===== src/hdl/hsvrgb_pkg.sv =====
package hsvrgb_pkg;

    localparam int unsigned FULL_SCALE  = 255;
    localparam int unsigned FRAC_BITS   = 16;
    localparam int unsigned FULL_DEN    = FULL_SCALE << FRAC_BITS;
    localparam int unsigned HALF_DEN    = FULL_SCALE << (FRAC_BITS - 1);
    localparam int unsigned ROUND_P     = FULL_SCALE / 2;
    localparam int unsigned RECIP_255   = 32'h0000_8081;
    localparam int unsigned RECIP_SHIFT = 23;

    typedef enum logic [2:0] {
        SECTOR_RED     = 3'd0,
        SECTOR_YELLOW  = 3'd1,
        SECTOR_GREEN   = 3'd2,
        SECTOR_CYAN    = 3'd3,
        SECTOR_BLUE    = 3'd4,
        SECTOR_MAGENTA = 3'd5
    } t_sector;

    typedef struct packed {
        logic [15:0] hue;
        logic [7:0]  saturation;
        logic [7:0]  brightness;
    } t_hsv_beat;

    typedef struct packed {
        logic [7:0] red;
        logic [7:0] green;
        logic [7:0] blue;
    } t_rgb_beat;

    typedef struct packed {
        t_sector     sector;
        logic [7:0]  v;
        logic [7:0]  p;
        logic [23:0] fq;
        logic [23:0] ft;
    } t_mid_beat;

    typedef struct packed {
        t_sector    sector;
        logic [7:0] v;
        logic [7:0] p;
        logic [7:0] q;
        logic [7:0] t;
    } t_lvl_beat;

endpackage


===== src/hdl/hsvrgb_front.sv =====
module hsvrgb_front (
    input  logic                  i_clk,
    input  logic                  i_rst_n,
    input  logic                  i_adv,
    input  logic                  i_valid,
    input  hsvrgb_pkg::t_hsv_beat i_hsv,
    output logic                  o_valid,
    output hsvrgb_pkg::t_mid_beat o_mid
);

    logic [18:0] n_scaled;
    logic [15:0] n_pv;
    logic [16:0] n_frac_inv;
    logic [24:0] n_ft;
    logic [15:0] n_pv_round;
    logic [31:0] n_pprod;

    logic                 r1_valid;
    hsvrgb_pkg::t_sector  r1_sector;
    logic [15:0]          r1_frac;
    logic [7:0]           r1_s;
    logic [7:0]           r1_v;
    logic [15:0]          r1_pv;

    logic                 r2_valid;
    hsvrgb_pkg::t_sector  r2_sector;
    logic [7:0]           r2_v;
    logic [23:0]          r2_fq;
    logic [23:0]          r2_ft;
    logic [31:0]          r2_pprod;

    assign n_scaled = {1'b0, i_hsv.hue, 2'b00} + {2'b00, i_hsv.hue, 1'b0};
    assign n_pv     = i_hsv.brightness * (8'(hsvrgb_pkg::FULL_SCALE) - i_hsv.saturation);

    assign n_frac_inv = 17'h1_0000 - {1'b0, r1_frac};
    assign n_ft       = n_frac_inv * r1_s;
    assign n_pv_round = r1_pv + 16'(hsvrgb_pkg::ROUND_P);
    assign n_pprod    = n_pv_round * 16'(hsvrgb_pkg::RECIP_255);

    always_ff @(posedge i_clk) begin
        if (!i_rst_n) begin
            r1_valid <= 1'b0;
            r2_valid <= 1'b0;
        end else if (i_adv) begin
            r1_valid <= i_valid;
            r2_valid <= r1_valid;
        end
    end

    always_ff @(posedge i_clk) begin
        if (i_adv) begin
            r1_sector <= hsvrgb_pkg::t_sector'(n_scaled[18:16]);
            r1_frac   <= n_scaled[15:0];
            r1_s      <= i_hsv.saturation;
            r1_v      <= i_hsv.brightness;
            r1_pv     <= n_pv;
            r2_sector <= r1_sector;
            r2_v      <= r1_v;
            r2_fq     <= r1_frac * r1_s;
            r2_ft     <= n_ft[23:0];
            r2_pprod  <= n_pprod;
        end
    end

    assign o_valid      = r2_valid;
    assign o_mid.sector = r2_sector;
    assign o_mid.v      = r2_v;
    assign o_mid.p      = r2_pprod[hsvrgb_pkg::RECIP_SHIFT +: 8];
    assign o_mid.fq     = r2_fq;
    assign o_mid.ft     = r2_ft;

    a_sector_range: assert property (@(posedge i_clk) disable iff (!i_rst_n)
        r1_valid |-> (r1_sector <= hsvrgb_pkg::SECTOR_MAGENTA))
        else $error("sector out of range");

    a_p_bound: assert property (@(posedge i_clk) disable iff (!i_rst_n)
        r2_valid |-> (r2_pprod[31:hsvrgb_pkg::RECIP_SHIFT] <= {1'b0, r2_v}))
        else $error("p exceeds brightness");

endmodule


===== src/hdl/hsvrgb_levels.sv =====
module hsvrgb_levels (
    input  logic                  i_clk,
    input  logic                  i_rst_n,
    input  logic                  i_adv,
    input  logic                  i_valid,
    input  hsvrgb_pkg::t_mid_beat i_mid,
    output logic                  o_valid,
    output hsvrgb_pkg::t_lvl_beat o_lvl
);

    logic [23:0] n_dq;
    logic [23:0] n_dt;
    logic [31:0] n_sum_q;
    logic [31:0] n_sum_t;

    logic                r3_valid;
    hsvrgb_pkg::t_sector r3_sector;
    logic [7:0]          r3_v;
    logic [7:0]          r3_p;
    logic [31:0]         r3_nq;
    logic [31:0]         r3_nt;

    logic                r4_valid;
    hsvrgb_pkg::t_sector r4_sector;
    logic [7:0]          r4_v;
    logic [7:0]          r4_p;
    logic [31:0]         r4_qprod;
    logic [31:0]         r4_tprod;

    assign n_dq = 24'(hsvrgb_pkg::FULL_DEN) - i_mid.fq;
    assign n_dt = 24'(hsvrgb_pkg::FULL_DEN) - i_mid.ft;

    assign n_sum_q = r3_nq + 32'(hsvrgb_pkg::HALF_DEN);
    assign n_sum_t = r3_nt + 32'(hsvrgb_pkg::HALF_DEN);

    always_ff @(posedge i_clk) begin
        if (!i_rst_n) begin
            r3_valid <= 1'b0;
            r4_valid <= 1'b0;
        end else if (i_adv) begin
            r3_valid <= i_valid;
            r4_valid <= r3_valid;
        end
    end

    always_ff @(posedge i_clk) begin
        if (i_adv) begin
            r3_sector <= i_mid.sector;
            r3_v      <= i_mid.v;
            r3_p      <= i_mid.p;
            r3_nq     <= i_mid.v * n_dq;
            r3_nt     <= i_mid.v * n_dt;
            r4_sector <= r3_sector;
            r4_v      <= r3_v;
            r4_p      <= r3_p;
            r4_qprod  <= n_sum_q[31:16] * 16'(hsvrgb_pkg::RECIP_255);
            r4_tprod  <= n_sum_t[31:16] * 16'(hsvrgb_pkg::RECIP_255);
        end
    end

    assign o_valid      = r4_valid;
    assign o_lvl.sector = r4_sector;
    assign o_lvl.v      = r4_v;
    assign o_lvl.p      = r4_p;
    assign o_lvl.q      = r4_qprod[hsvrgb_pkg::RECIP_SHIFT +: 8];
    assign o_lvl.t      = r4_tprod[hsvrgb_pkg::RECIP_SHIFT +: 8];

    a_q_bound: assert property (@(posedge i_clk) disable iff (!i_rst_n)
        r4_valid |-> (r4_qprod[31:hsvrgb_pkg::RECIP_SHIFT] <= {1'b0, r4_v}))
        else $error("q exceeds brightness");

    a_t_bound: assert property (@(posedge i_clk) disable iff (!i_rst_n)
        r4_valid |-> (r4_tprod[31:hsvrgb_pkg::RECIP_SHIFT] <= {1'b0, r4_v}))
        else $error("t exceeds brightness");

endmodule


===== src/hdl/hsvrgb_route.sv =====
module hsvrgb_route (
    input  logic                  i_clk,
    input  logic                  i_rst_n,
    input  logic                  i_adv,
    input  logic                  i_valid,
    input  hsvrgb_pkg::t_lvl_beat i_lvl,
    output logic                  o_valid,
    output hsvrgb_pkg::t_rgb_beat o_rgb
);

    hsvrgb_pkg::t_rgb_beat n_rgb;
    hsvrgb_pkg::t_rgb_beat r_rgb;
    logic                  r_valid;

    always_comb begin
        case (i_lvl.sector)
            hsvrgb_pkg::SECTOR_RED: begin
                n_rgb = '{red: i_lvl.v, green: i_lvl.t, blue: i_lvl.p};
            end
            hsvrgb_pkg::SECTOR_YELLOW: begin
                n_rgb = '{red: i_lvl.q, green: i_lvl.v, blue: i_lvl.p};
            end
            hsvrgb_pkg::SECTOR_GREEN: begin
                n_rgb = '{red: i_lvl.p, green: i_lvl.v, blue: i_lvl.t};
            end
            hsvrgb_pkg::SECTOR_CYAN: begin
                n_rgb = '{red: i_lvl.p, green: i_lvl.q, blue: i_lvl.v};
            end
            hsvrgb_pkg::SECTOR_BLUE: begin
                n_rgb = '{red: i_lvl.t, green: i_lvl.p, blue: i_lvl.v};
            end
            default: begin
                n_rgb = '{red: i_lvl.v, green: i_lvl.p, blue: i_lvl.q};
            end
        endcase
    end

    always_ff @(posedge i_clk) begin
        if (!i_rst_n) begin
            r_valid <= 1'b0;
        end else if (i_adv) begin
            r_valid <= i_valid;
        end
    end

    always_ff @(posedge i_clk) begin
        if (i_adv) begin
            r_rgb <= n_rgb;
        end
    end

    assign o_valid = r_valid;
    assign o_rgb   = r_rgb;

    a_v_present: assert property (@(posedge i_clk) disable iff (!i_rst_n)
        (i_adv && i_valid) |=> (r_rgb.red == $past(i_lvl.v) || r_rgb.green == $past(i_lvl.v)
                                || r_rgb.blue == $past(i_lvl.v)))
        else $error("brightness missing from routed pixel");

endmodule


===== src/hdl/hsv_to_rgb_converter.sv =====
// Channel   Ports                              Beat
// input     i_hsv, i_hsv_valid, o_hsv_ready    hue 16b, saturation 8b, brightness 8b
// output    o_rgb, o_rgb_valid, i_rgb_ready    red 8b, green 8b, blue 8b
//
// One pixel can enter every clock while the output is not stalled; each beat passes
// through five register stages: four hold one multiplier level each,
// and the last holds the sector routing of the levels to red, green and blue.
// Reset is synchronous and clears only the stage valid bits.
// When the output beat is not taken, all stages hold and the input is not ready.
module hsv_to_rgb_converter (
    input  logic                  i_clk,
    input  logic                  i_rst_n,
    input  hsvrgb_pkg::t_hsv_beat i_hsv,
    input  logic                  i_hsv_valid,
    output logic                  o_hsv_ready,
    output hsvrgb_pkg::t_rgb_beat o_rgb,
    output logic                  o_rgb_valid,
    input  logic                  i_rgb_ready
);

    logic                  adv;
    logic                  mid_valid;
    logic                  lvl_valid;
    hsvrgb_pkg::t_mid_beat mid;
    hsvrgb_pkg::t_lvl_beat lvl;

    assign adv         = !o_rgb_valid || i_rgb_ready;
    assign o_hsv_ready = adv;

    hsvrgb_front u_front (
        .i_clk   (i_clk),
        .i_rst_n (i_rst_n),
        .i_adv   (adv),
        .i_valid (i_hsv_valid),
        .i_hsv   (i_hsv),
        .o_valid (mid_valid),
        .o_mid   (mid)
    );

    hsvrgb_levels u_levels (
        .i_clk   (i_clk),
        .i_rst_n (i_rst_n),
        .i_adv   (adv),
        .i_valid (mid_valid),
        .i_mid   (mid),
        .o_valid (lvl_valid),
        .o_lvl   (lvl)
    );

    hsvrgb_route u_route (
        .i_clk   (i_clk),
        .i_rst_n (i_rst_n),
        .i_adv   (adv),
        .i_valid (lvl_valid),
        .i_lvl   (lvl),
        .o_valid (o_rgb_valid),
        .o_rgb   (o_rgb)
    );

    a_stall_blocks_input: assert property (@(posedge i_clk) disable iff (!i_rst_n)
        (o_rgb_valid && !i_rgb_ready) |-> !o_hsv_ready)
        else $error("input taken while output stalled");

    a_stall_holds_pipe: assert property (@(posedge i_clk) disable iff (!i_rst_n)
        (o_rgb_valid && !i_rgb_ready) |=> ($stable(lvl_valid) && $stable(mid_valid)))
        else $error("pipeline moved during stall");

endmodule

===== config.mk =====
export PLATFORM = sky130hd
export DESIGN_NAME = hsv_to_rgb_converter
export DESIGN_NICKNAME = d
export VERILOG_FILES = /design/src/hdl/hsvrgb_pkg.sv /design/src/hdl/hsvrgb_front.sv /design/src/hdl/hsvrgb_levels.sv /design/src/hdl/hsvrgb_route.sv /design/src/hdl/hsv_to_rgb_converter.sv
export SDC_FILE = /design/constraint.sdc
export NUM_CORES = 2
export LEC_CHECK = 0
export BUFFER_PORTS_ARGS = -buffer_cell sky130_fd_sc_hd__buf_2
export CAP_MARGIN = 10
export CORE_UTILIZATION = 46
export CTS_BUF_LIST = sky130_fd_sc_hd__clkbuf_4
export DETAILED_ROUTE_END_ITERATION = 8
export GPL_TIMING_DRIVEN = 1
export PLACE_DENSITY = 0.7
export SYNTH_ARGS = -nofsm -noshare
export SYNTH_HDL_FRONTEND = slang
export SYNTH_HIERARCHICAL = 1
export SYNTH_SLANG_ARGS = --single-unit

===== constraint.sdc =====
create_clock -name i_clk -period 9.12 [get_ports i_clk]
set_input_delay 1.824 -clock i_clk [delete_from_list [all_inputs] [get_ports i_clk]]
set_output_delay 1.824 -clock i_clk [all_outputs]
set_load 0.03 [all_outputs]

# == Yosys cells after proc, flatten, opt, wreduce, memory -nomap -nowiden ==
# Index checks and enable logic that the tools add are counted.
# word_totals
mem_count,0
elab_cells,52
ramBits,0
romBits,0
latchBits,0
ff_bits,334
input_bits,36
out_inout_bits,26
# op_classes
n_shift,0
n_eq_ne,4
addsub,8
mul,8
div_mod_pow,0
magnitude_cmp,0
reduce_logical,3
mux,1
n_bitwise,0
# op_table
operator,n
case mux 24 bit (5 select lines),1
multiplier 16 x 16 -> 31 bit (second input constant),3
adder 32 x 23 -> 32 bit (second input constant),2
multiplier 8 x 24 -> 32 bit,2
subtractor 24 bit (first input constant),2
multiplier 16 x 8 -> 24 bit,1
multiplier 17 x 8 -> 24 bit,1
adder 18 x 17 -> 19 bit,1
subtractor 17 x 16 -> 17 bit (first input constant),1
adder 16 x 7 -> 16 bit (second input constant),1
multiplier 8 x 16 -> 16 bit,1
subtractor 8 x 8 -> 9 bit (first input constant),1
== test 3 x 2 -> 1 bit (second input constant),2
== test 3 x 1 -> 1 bit (second input constant),1
== test 3 bit (second input constant),1
logical NOT 3 bit,1
logical NOT 1 bit,1
logical OR 1 bit,1

# == Longest topological paths before layout ==
# depth
word_depth,2
ltp_mapped,26
depth_no_buf,25

# == Modules after synthesis ==
# Netlist, hierarchy kept.
# modules_own_cells
module,cells_each,instances,area_per_inst_um2
hsvrgb_levels,1723,1,17210.3
hsvrgb_front,1598,1,15877.7
hsvrgb_route,156,1,1706.6
hsv_to_rgb_converter,1,1,6.3

# == Worst setup path after synthesis ==
# Ideal clock, no wire load.
# synth_timing
path_type,input-to-output
startpoint,input port i_rgb_ready
endpoint,output port o_hsv_ready
n_path_buf,0
cell_stages,1
arrival_time_ns,7.616
path_slack_ns,-0.320
cell_sequence,nand2b_1
# synth_via
elab_chain_len,1
# synth_rtl
item,line,rtl
start: declaration,hsv_to_rgb_converter.sv:18,input logic i_rgb_ready
logical OR 1 bit,hsv_to_rgb_converter.sv:27,assign adv = !o_rgb_valid || i_rgb_ready;
end: declaration,hsv_to_rgb_converter.sv:15,"output logic o_hsv_ready,"
# No other way between the ends.

# == Worst setup path in the final report ==
# layout_timing
startpoint,register u_front.r2_ft[2]
endpoint,register u_levels.r3_nt[30] (data pin)
# layout_via
elab_chain_len,2
# layout_rtl
item,line,rtl
start: declaration,hsvrgb_front.sv:29,logic [23:0] r2_ft;
start signal: assignment,hsvrgb_front.sv:60,r2_ft <= n_ft[23:0];
subtractor 24 bit,hsvrgb_levels.sv:31,assign n_dt = 24'(hsvrgb_pkg::FULL_DEN) - i_mid.ft;
multiplier 8 x 24 -> 32 bit,hsvrgb_levels.sv:52,r3_nt <= i_mid.v * n_dt;
end signal: assignment,hsvrgb_levels.sv:52,
end: declaration,hsvrgb_levels.sv:21,logic [31:0] r3_nt;
# No other way between the ends.
# A chain may end at the register's enable or synchronous reset.

==> results by stage <==
Detailed routing:
- The routed length per placed instance is between 15 and 20 um.
- In the routed layout, each cell is associated on average with a via count of around 5.2.
- The number of optimization iterations in the first detailed-route pass is 6.
- The final layout contains routed wiring with a total length of 69700 um.
- The DRC violation count after routing is 0.
- The via count is between 20000 and 25000.
- The remaining number of nets flagged by the antenna check after routing is 0.
- After the first detailed-routing iteration, the DRC count stood at roughly 1100.

Logic synthesis:
- The post-synthesis cell count is approximately 3500.
- By area the synthesized netlist is led by sky130_fd_sc_hd__fa_1 27%, sky130_fd_sc_hd__edfxtp_1 20%, sky130_fd_sc_hd__ha_1 16%.
- The share of async-settable or async-resettable flops after synthesis is 0%.
- The sequential share of the synthesized area is about a fifth.
- After synthesis the cells add up to approximately 35000 um2.
- Yosys instantiated no cell more often than sky130_fd_sc_hd__inv_1.
- The distinct cell type count of the synthesized netlist is 92.
- The synthesized design spends more area on one cell type than any other, namely sky130_fd_sc_hd__fa_1.
- Among all flip-flop cells after synthesis, the most frequent one is sky130_fd_sc_hd__edfxtp_1.
- The share of synthesized area in the top cell type comes to 26.5%.
- The synthesized area per cell is approximately 10 um2.
- After synthesis the netlist holds a flip-flop and latch count of about 230.
- The total of warnings raised by yosys is 6.
- The commonest cells after synthesis are 534 x sky130_fd_sc_hd__inv_1, 461 x sky130_fd_sc_hd__fa_1, 447 x sky130_fd_sc_hd__and2_1, 436 x sky130_fd_sc_hd__ha_1, 250 x sky130_fd_sc_hd__nand2_1.
- Counting flops with a built-in enable in the synthesized netlist gives about 230.

Floorplanning:
- The floorplan step set the die height to around 280 um.
- Row generation in the floorplan step produced 100 rows.
- The total area inside the core boundary comes to 74700 um2.
- The I/O pin count is between 60 and 70.
- Once the floorplan was initialized, standard cells occupied a little under half of the core.
- The die width is 277 um.
- The die outline area is 76800 um2.

GRT:
- The via count of the first global-routing pass came to ~25000.
- For this run, the total global-route usage over all layers was measured as between 10% and 20%.
- Entering global routing, the biggest net connects 74 pins.
- Global routing finished with a remaining overflow of 0.
- The number of antenna violations at the first check in global routing is 3.
- The wire length of the first global-routing pass is 119000 um.

Min path:
- The classification of the worst-slack hold path is reg2reg.
- The worst hold path was traced through 0 stages.

Setup path:
- The critical path's largest stage delay is 560 ps.
- The maximum fanout encountered on the critical timing path is 8.
- The path length in cells of the critical path is 25.
- At the worst endpoint, the arrival time is around 7500 ps.
- The count of cells along the worst register-to-register path is 25.
- The nature of the critical path endpoint is a flop.
- The worst path buffer plus inverter count is 3.
- Counting stages on the worst path, the most repeated cell is sky130_fd_sc_hd__nand2_1.
- STA classifies the critical path startpoint as a flop.
- The critical path is of the reg2reg type.
- The worst endpoint required time is ~9600 ps.
- The worst-path cell with the longest stage delay is sky130_fd_sc_hd__fa_1.
- The top cell family by delay on the critical path is adder cells.

Timing:
- Setup total negative slack on the finished layout was measured at 0 ps.
- The clock period minus final worst setup slack is 7000 ps.
- Across all hold checks on the routed design, the worst slack comes to 369 ps.
- The count of endpoints failing hold in the final timing report was 0.
- The worst setup skew after layout is 57.6 ps.
- Setup violations remaining at the end of the flow were counted as 0.
- The max-slew violation total from the final report is 0.
- The headroom to the max-slew limit is about 22%.
- Static timing analysis puts the maximum clock frequency at 143 MHz.
- Of the available clock period, the critical path in the final layout requires about 77%.
- The actual slew at the worst max-slew pin is approximately 1200 ps.
- Setup repair after global routing left no endpoint under its margin.

Clocking:
- Once the clock tree was built, the resizer swapped 0 gates to a different size.
- In this run, post-CTS hold repair placed 0 buffers.
- In this run, CTS created clock tree buffers numbering 68.
- The clock transition at the registers of the reported paths is around 60 ps.
- The TritonCTS clock tree is done.
- The number of setup buffers added after CTS is 0.
- The total clock sinks is 231.
- The number of buffers on the longest clock path is 3.
- CTS placed an instance of sky130_fd_sc_hd__clkbuf_4 at the clock tree root.
- The clock tree synthesis step divided the H-tree into 3 levels.
- The clock reaches the later pin of the worst-skew pair after ~770 ps.

Final layout:
- The multi-input combinational cells in the finished layout cover a total of roughly 25000 um2.
- The filler cell count in the final layout is ~6800.
- The number of nets in the layout is roughly 4500.
- The area growth from synthesis to layout is 5.82%.
- In the final layout, flip-flops and latches occupy 6890 um2.
- The ratio of cells with drive above 1 in the final layout is under 10%.

Placement:
- At the end of routability-driven placement, the weighted congestion stood at roughly 0.87.
- The number of input and output port buffers inserted is 61.
- The detailed-placement wirelength estimate is about 55000 um.

Job:
- The tool flagged a number of max-cap violations equal to 0.

Run status:
- The run finished with clean final reports.
-- final timing paths --
kind               startpoint                 end  slack [ps]
max          u_front/r2_ft[2]  u_levels/r3_nt[30]        2120
min           u_front/r1_v[5]     u_front/r2_v[5]         370
max reg2reg  u_front/r2_ft[2]  u_levels/r3_nt[30]        2120
min reg2reg   u_front/r1_v[5]     u_front/r2_v[5]         370
-- flip-flops by register name (all words and copies together), names as in the netlist, 15 cells and up --
name and cells:
u_front/r1_pv 16, u_front/r2_ft 22, u_front/r2_fq 23, u_levels/r3_nt 17
u_front/r1_frac 15, u_route/o_rgb 24, u_levels/r3_nq 17
-- worst reg2reg max path: stages (launching register included) --
cell,delay [ps]
sky130_fd_sc_hd__edfxtp_1,430
sky130_fd_sc_hd__or3_1,380
sky130_fd_sc_hd__or2_1,270
sky130_fd_sc_hd__nor4_4,210
sky130_fd_sc_hd__nand2_1,150
sky130_fd_sc_hd__or2_1,260
sky130_fd_sc_hd__nand2_1,90
sky130_fd_sc_hd__xor2_1,470
sky130_fd_sc_hd__nand2_1,160
sky130_fd_sc_hd__fa_1,560
sky130_fd_sc_hd__inv_1,60
sky130_fd_sc_hd__fa_1,500
sky130_fd_sc_hd__fa_1,490
sky130_fd_sc_hd__inv_1,50
sky130_fd_sc_hd__fa_1,470
sky130_fd_sc_hd__inv_1,40
sky130_fd_sc_hd__ha_1,320
sky130_fd_sc_hd__nand2_1,60
sky130_fd_sc_hd__nor3_1,280
sky130_fd_sc_hd__nand2_1,90
sky130_fd_sc_hd__o211ai_1,420
sky130_fd_sc_hd__o311ai_1,180
sky130_fd_sc_hd__o211a_1,300
sky130_fd_sc_hd__o211ai_1,250
sky130_fd_sc_hd__a21oi_1,120
sky130_fd_sc_hd__xnor2_1,140
-- per-layer routing --
layer,part of all wire [%],up-vias,GRT usage (%)
met5,0,-,0
met4,1.6,0,4.83
met3,4.8,76,3.20
met2,45,491,30.2
met1,48,11559,26.2
li1,-,11472,-
-- cell usage in the layout, fill, tap and decap left out, drive strengths merged, types with 46 or more instances in the layout --
| cell | n |
|---|---|
| a21oi | 86 |
| and2 | 456 |
| buf | 77 |
| clkbuf | 86 |
| edfxtp | 226 |
| fa | 461 |
| ha | 436 |
| inv | 539 |
| nand2 | 251 |
| nand2b | 50 |
| nor2 | 107 |
| nor2b | 67 |
| nor3 | 47 |
| o21ai | 46 |
| xnor2 | 128 |
| xor2 | 77 |
-- logic make-up (layout without fill, tap and decap cells) --
kind of cell / count (synthesis) / in the layout / synth area share (%)
simple gates: 1121 / 1121 / 17.7
xor+xnor: 205 / 205 / 5.20
other cells: 1 / 3 / 0.0108
mux: 30 / 30 / 0.866
compound gates: 354 / 354 / 7.07
buf+inv: 639 / 729 / 7.14
flops: 231 / 231 / 19.8
fa+ha+maj: 897 / 897 / 42.2
-- cell type report --
type	instances	share of cell area, %
Multi-Input combinational cell	2609	69.1
Sequential cell	231	18.7
Inverter	535	5.45
Tap cell	969	3.29
Clock buffer	86	1.75
Timing Repair Buffer	77	1.16
Clock inverter	31	0.554
Antenna cell	1	0.00680
-- stage by stage --
step	area, um2	utilization, %	cells	setup slack [ps]
after floorplan	34800	-	3479	2420
after global placement	36000	48.2	4421	2260
after detailed placement	36000	48.2	4421	2140
after CTS	36800	49.3	4538	2100
after global routing	36800	49.3	4539	1520
final	36800	49.3	4539	2120
Power is not shown: default switching activity piles up to over one toggle a cycle in this logic, so the estimate is an artifact.
